## config.mk

```make
export PLATFORM = sky130hd
export DESIGN_NAME = ffpa_ctrl
export DESIGN_NICKNAME = d
export VERILOG_FILES = /design/src/design/ffpa_pkg.sv /design/src/design/ffpa_ctrl.sv
export SDC_FILE = /design/constraint.sdc
export NUM_CORES = 1
export LEC_CHECK = 0
export BUFFER_PORTS_ARGS = -buffer_cell sky130_fd_sc_hd__buf_2
export CORE_ASPECT_RATIO = 1.25
export CORE_MARGIN = 1.5
export CORE_UTILIZATION = 53
export DETAILED_ROUTE_END_ITERATION = 10
export PLACE_DENSITY = 0.79
export SETUP_SLACK_MARGIN = 0.02
export SLEW_MARGIN = 10
export SYNTH_ARGS = -nofsm -noshare
export SYNTH_HDL_FRONTEND = slang
export SYNTH_SLANG_ARGS = --single-unit
export TNS_END_PERCENT = 20
```

## constraint.sdc

```tcl
create_clock -name clk -period 2.7 [get_ports clk]
set_input_delay 0.81 -clock clk [delete_from_list [all_inputs] [get_ports clk]]
set_output_delay 0.81 -clock clk [all_outputs]
set_load 0.01 [all_outputs]
```

## src/design/ffpa_pkg.sv

```systemverilog
// ffpa_pkg: shared types, constants and command/status structs for the
// first-fit pool allocator. Used by ffpa_ctrl, ffpa_dp and the top level.
`timescale 1ns / 1ps
package ffpa_pkg;

	localparam int MAX_SEGMENTS = 32;
	localparam int ADDR_WIDTH   = 32;

	localparam logic [32:0] GRAIN_MASK = 33'h0_0000_003F;
	localparam logic [32:0] ADDR_LIMIT = (ADDR_WIDTH >= 32) ? 33'h1_0000_0000 :
		(33'd1 << ADDR_WIDTH);

	typedef enum logic [2:0] {
		ST_OK        = 3'd0,
		ST_NO_SPACE  = 3'd1,
		ST_OUTSIDE   = 3'd2,
		ST_NOT_ALLOC = 3'd3,
		ST_FULL      = 3'd4
	} status_t;

	typedef enum logic {
		KIND_ALLOC = 1'b0,
		KIND_FREE  = 1'b1
	} kind_t;

	typedef enum logic {
		CFG_POOL_BASE = 1'b0,
		CFG_POOL_SIZE = 1'b1
	} cfg_idx_t;

	typedef struct packed {
		kind_t       kind;
		logic [31:0] request_size;
		logic [31:0] free_address;
	} req_t;

	typedef struct packed {
		status_t     status;
		logic [31:0] address;
		logic [31:0] remaining;
	} rsp_t;

	typedef struct packed {
		logic [31:0] start;
		logic [31:0] len;
	} ent_t;

	typedef enum logic [4:0] {
		OP_NONE,
		OP_LOAD,
		OP_RD_FREE,
		OP_RD_USED,
		OP_INC_I,
		OP_ALLOC,
		OP_USED_MATCH,
		OP_POS_NEXT,
		OP_POS_PREV,
		OP_K_SET_J,
		OP_SU_RD,
		OP_SU_WR,
		OP_UC_DEC,
		OP_F_UPD,
		OP_SF_RD,
		OP_SF_WR,
		OP_FC_DEC,
		OP_SI_RD,
		OP_SI_WR,
		OP_INS
	} dp_op_t;

	typedef struct packed {
		dp_op_t  op;
		logic    fin;
		status_t code;
	} cmd_t;

	typedef struct packed {
		kind_t kind;
		logic  req_zero;
		logic  fc_zero;
		logic  uc_zero;
		logic  outside;
		logic  fit;
		logic  exact;
		logic  last_free;
		logic  last_used;
		logic  used_full;
		logic  free_full;
		logic  match;
		logic  after;
		logic  touch_prev;
		logic  touch_next;
		logic  su_more;
		logic  sf_more;
		logic  si_more;
	} sts_t;

endpackage

```

## src/design/ffpa_ctrl.sv

```systemverilog
// ffpa_ctrl: sequencing state machine of the pool allocator; drives
// datapath commands from datapath status. Depends on ffpa_pkg.
`timescale 1ns / 1ps
module ffpa_ctrl (
	input  logic           clk,
	input  logic           arst_n,
	input  logic           start,
	input  ffpa_pkg::sts_t sts,
	output ffpa_pkg::cmd_t cmd,
	output logic           busy,
	output logic           done
);

	typedef enum logic [17:0] {
		S_IDLE   = 18'h00001,
		S_CHK    = 18'h00002,
		S_A_RD   = 18'h00004,
		S_A_CMP  = 18'h00008,
		S_A_TAKE = 18'h00010,
		S_U_RD   = 18'h00020,
		S_U_CMP  = 18'h00040,
		S_FR_RD  = 18'h00080,
		S_FR_CMP = 18'h00100,
		S_F_CHK  = 18'h00200,
		S_SU_RD  = 18'h00400,
		S_SU_WR  = 18'h00800,
		S_F_UPD  = 18'h01000,
		S_SF_RD  = 18'h02000,
		S_SF_WR  = 18'h04000,
		S_SI_RD  = 18'h08000,
		S_SI_WR  = 18'h10000,
		S_DONE   = 18'h20000
	} state_t;

	state_t state_q, state_d;

	always_comb begin
		cmd     = '{op: ffpa_pkg::OP_NONE, fin: 1'b0, code: ffpa_pkg::ST_OK};
		state_d = state_q;
		unique case (state_q)
			S_IDLE: begin
				if (start) begin
					cmd.op  = ffpa_pkg::OP_LOAD;
					state_d = S_CHK;
				end
			end
			S_CHK: begin
				if (sts.kind == ffpa_pkg::KIND_ALLOC) begin
					if (sts.req_zero || sts.fc_zero) begin
						cmd.fin  = 1'b1;
						cmd.code = ffpa_pkg::ST_NO_SPACE;
						state_d  = S_DONE;
					end else begin
						state_d = S_A_RD;
					end
				end else if (sts.outside) begin
					cmd.fin  = 1'b1;
					cmd.code = ffpa_pkg::ST_OUTSIDE;
					state_d  = S_DONE;
				end else if (sts.uc_zero) begin
					cmd.fin  = 1'b1;
					cmd.code = ffpa_pkg::ST_NOT_ALLOC;
					state_d  = S_DONE;
				end else begin
					state_d = S_U_RD;
				end
			end
			S_A_RD: begin
				cmd.op  = ffpa_pkg::OP_RD_FREE;
				state_d = S_A_CMP;
			end
			S_A_CMP: begin
				if (sts.fit) begin
					state_d = S_A_TAKE;
				end else if (sts.last_free) begin
					cmd.fin  = 1'b1;
					cmd.code = ffpa_pkg::ST_NO_SPACE;
					state_d  = S_DONE;
				end else begin
					cmd.op  = ffpa_pkg::OP_INC_I;
					state_d = S_A_RD;
				end
			end
			S_A_TAKE: begin
				if (sts.used_full) begin
					cmd.fin  = 1'b1;
					cmd.code = ffpa_pkg::ST_FULL;
					state_d  = S_DONE;
				end else begin
					cmd.op = ffpa_pkg::OP_ALLOC;
					if (sts.exact) begin
						state_d = S_SF_RD;
					end else begin
						cmd.fin = 1'b1;
						state_d = S_DONE;
					end
				end
			end
			S_U_RD: begin
				cmd.op  = ffpa_pkg::OP_RD_USED;
				state_d = S_U_CMP;
			end
			S_U_CMP: begin
				if (sts.match) begin
					cmd.op  = ffpa_pkg::OP_USED_MATCH;
					state_d = sts.fc_zero ? S_F_CHK : S_FR_RD;
				end else if (sts.last_used) begin
					cmd.fin  = 1'b1;
					cmd.code = ffpa_pkg::ST_NOT_ALLOC;
					state_d  = S_DONE;
				end else begin
					cmd.op  = ffpa_pkg::OP_INC_I;
					state_d = S_U_RD;
				end
			end
			S_FR_RD: begin
				cmd.op  = ffpa_pkg::OP_RD_FREE;
				state_d = S_FR_CMP;
			end
			S_FR_CMP: begin
				if (sts.after) begin
					cmd.op  = ffpa_pkg::OP_POS_NEXT;
					state_d = S_F_CHK;
				end else begin
					cmd.op  = ffpa_pkg::OP_POS_PREV;
					state_d = sts.last_free ? S_F_CHK : S_FR_RD;
				end
			end
			S_F_CHK: begin
				if (!sts.touch_prev && !sts.touch_next && sts.free_full) begin
					cmd.fin  = 1'b1;
					cmd.code = ffpa_pkg::ST_FULL;
					state_d  = S_DONE;
				end else begin
					cmd.op  = ffpa_pkg::OP_K_SET_J;
					state_d = S_SU_RD;
				end
			end
			S_SU_RD: begin
				if (sts.su_more) begin
					cmd.op  = ffpa_pkg::OP_SU_RD;
					state_d = S_SU_WR;
				end else begin
					cmd.op  = ffpa_pkg::OP_UC_DEC;
					state_d = S_F_UPD;
				end
			end
			S_SU_WR: begin
				cmd.op  = ffpa_pkg::OP_SU_WR;
				state_d = S_SU_RD;
			end
			S_F_UPD: begin
				cmd.op = ffpa_pkg::OP_F_UPD;
				if (sts.touch_prev && sts.touch_next) begin
					state_d = S_SF_RD;
				end else if (sts.touch_prev || sts.touch_next) begin
					cmd.fin = 1'b1;
					state_d = S_DONE;
				end else begin
					state_d = S_SI_RD;
				end
			end
			S_SF_RD: begin
				if (sts.sf_more) begin
					cmd.op  = ffpa_pkg::OP_SF_RD;
					state_d = S_SF_WR;
				end else begin
					cmd.op  = ffpa_pkg::OP_FC_DEC;
					cmd.fin = 1'b1;
					state_d = S_DONE;
				end
			end
			S_SF_WR: begin
				cmd.op  = ffpa_pkg::OP_SF_WR;
				state_d = S_SF_RD;
			end
			S_SI_RD: begin
				if (sts.si_more) begin
					cmd.op  = ffpa_pkg::OP_SI_RD;
					state_d = S_SI_WR;
				end else begin
					cmd.op  = ffpa_pkg::OP_INS;
					cmd.fin = 1'b1;
					state_d = S_DONE;
				end
			end
			S_SI_WR: begin
				cmd.op  = ffpa_pkg::OP_SI_WR;
				state_d = S_SI_RD;
			end
			S_DONE: state_d = S_IDLE;
			default: state_d = S_IDLE;
		endcase
	end

	always_ff @(posedge clk or negedge arst_n) begin
		if (!arst_n) begin
			state_q <= S_IDLE;
		end else begin
			state_q <= state_d;
		end
	end

	assign busy = (state_q != S_IDLE);
	assign done = (state_q == S_DONE);

endmodule

```

==> metrics.yaml <==
ant_nets: 0
die_w_um: 47.8
startpoint_type: "register"
synth-edff-count: 0
cts_max_level: 1
grt_pass1_wl_um: 7080
status: "finished with violations"
rsz0062_at_grt: "true"
path_max_fanout: 5
synthArstFlopShare_pct: 100
drt_pre_antenna_iters: 4
finalCoreUtilization_pct: 85.2
ioPinCount: 32
grt_max_degree: 19
crit_type: "register to primary output"
dp.cells: 252
largest_register_ffs: 18
p_leak_nw: 1.05
first_global_vias: 1636
cellPowerDensity_nw_per_um2: 475
ys.flop_type: "dfrtp_1"
timing.fmax_mhz: 311
worstReg2RegStart: "state_q[3]"
area_growth_pct: 54.0
crit_start: "state_q[3]"
yosys_warnings: 0
synth.area.top_cells: "dfrtp_1 32%, nor2_1 5.4%, nor4_2 4.7%"
drive_above_1_share_pct: 47.4
fin_nets: 259
core-area_um2: 2400
hold_viol: 0
dieArea_um2: 2820
place_area_um2: 1800
rows: 20
peakVddDrop_mv: 0.369
drc: 0
min_path_type: "input pin to asynchronous set/reset pin"
yosysSeqAreaShare_pct: 34.0
cts_made_buffers: 3
clk-insertion-delay-late_ps: 320
setup-violations-final: 10
synth_top_area_share_pct: 32.0
grt_overflow: 0
vias: 1614
tightest_slew_ps: 482
fin_cells: 267
synth_largest_area_cell: "dfrtp_1"
cp-end-kind: "primary output"
finalClockSkew_ps: 3.19
drv_slew: 0
maxCapViolations: 0
wl_um: 4850
numClockSinks: 18
required_ps: 1890
gp_congestion: 0.906
top_register: "state_q"
synth_cell_types: 45
hpwl_um: 3250
fp.dieH_um: 59.0
cts_root_buf: "clkbuf_4"
top_regs: "state_q x18"
avgSynthCellArea_um2: 8.80
cts_tree: "built"
finalCritPeriodShare_pct: 119
fin_ws_ps: -515
final_area_um2: 2050
finalCriticalPeriod_ps: 3210
antenna_found_initial: 0
clockBufferDepth: 2
violations: "negative setup slack"
critical_path_arrival_ps: 2400
routedWlPerCell_um: 18.2
r2r_slack_ps: 480
diodes: 0
clk_pin_slew_ps: 120
port_buffers: 31
cts-hold-fix-buffers: 0
slew_headroom_pct: 67.8
syn_area_um2: 1330
synth_seq_cells: 18
track_usage_pct: 35.2
synth_commonest_cells: "19 x nor2_1, 17 x dfrtp_1, 11 x inv_1, 11 x nand2_1, 11 x o21ai_0"
first_iter_violations: 94
vias_per_cell: 6.04
synth_nets: 175
yosysMostFrequentCell: "nor2_1"
synthCells: 151
initial_core_util_pct: 55.3
## cell families after synthesis
kind of cell / count (synthesis) / share of synthesized area, %
and+or+nand+nor: 84 / 42.7
AOI/OAI and AO/OA: 30 / 14.2
buffers and inverters: 14 / 4.90
DFF: 18 / 34.0
xor gates and xnor gates: 2 / 1.32
adders and majority gates: 3 / 2.83
## layer usage
| metal | GRT usage [%] | up-vias | share of wire (%) |
|---|---|---|---|
| met5 | 0 | - | 0 |
| met4 | 20.1 | 0 | 5.3 |
| met3 | 4.27 | 34 | 4.9 |
| met2 | 61.5 | 84 | 51 |
| met1 | 38.6 | 766 | 38 |
| li1 | - | 730 | - |
## worst max-delay path: stages, from the launching register on
cell and delay, ps:
dfrtp_1 440, nor4_4 410, nand3_2 220, nor4b_4 370, buf_4 180, nand3b_1 110
o2111ai_1 190, buf_2 160
## power by group
group / switching [mW] / internal [mW]
sequential: 0.0219 / 0.293
clock: 0.101 / 0.0827
combinational: 0.237 / 0.236
total: 0.359 / 0.612
## cell usage in the layout (no fill, tap or decap), drive strengths merged, types with 4 or more instances in the layout
cell	Yosys	final
nand2b	5	5
nand2	11	11
nor3b	4	4
a21oi	4	4
buf	3	82
inv	11	11
clkbuf	0	4
dfrtp	17	17
nor4	8	8
o21ai	11	11
nor2	19	19
nand4	6	6
nand4b	5	5
## per-stage QoR
stage          setup TNS [ps]  power (mW)  hold WS [ps]  setup WS, ps
2_1_floorplan               0       0.500           467           105
3_3_place_gp             -429       0.668           576          -193
3_5_place_dp             -653       0.680           601          -206
4_1_cts                 -3280       0.896           433          -443
5_1_grt                 -5020        1.01           427          -588
6_report                -4260       0.972           412          -515
## final cells by class
| type | instances | area (um^2) |
|---|---|---|
| well taps | 33 | 41.3 |
| fillers | 140 | 357 |
| inverters | 11 | 41.3 |
| repair buffers | 82 | 544 |
| flip-flops and latches | 18 | 455 |
| multi-input cells | 119 | 927 |
| clock buffers | 4 | 36.3 |
## worst paths after layout
| check | to | cells after the start |
|---|---|---|
| max | cmd[7] | 7 |
| min | state_q[12] | 1 |
| max reg2reg | state_q[7] | 7 |
| min reg2reg | state_q[3] | 2 |
| max in group asynchronous | state_q[0] | 1 |
| min in group clk | state_q[0] | 2 |
## repair_timing
action,CTS,global route
setup buffers,5,6
setup endpoints to repair,10,11
gates resized for setup,10,16
endpoints found under the hold margin,0,0
pin swaps,10,9
Power figures use the tool's default switching activity.
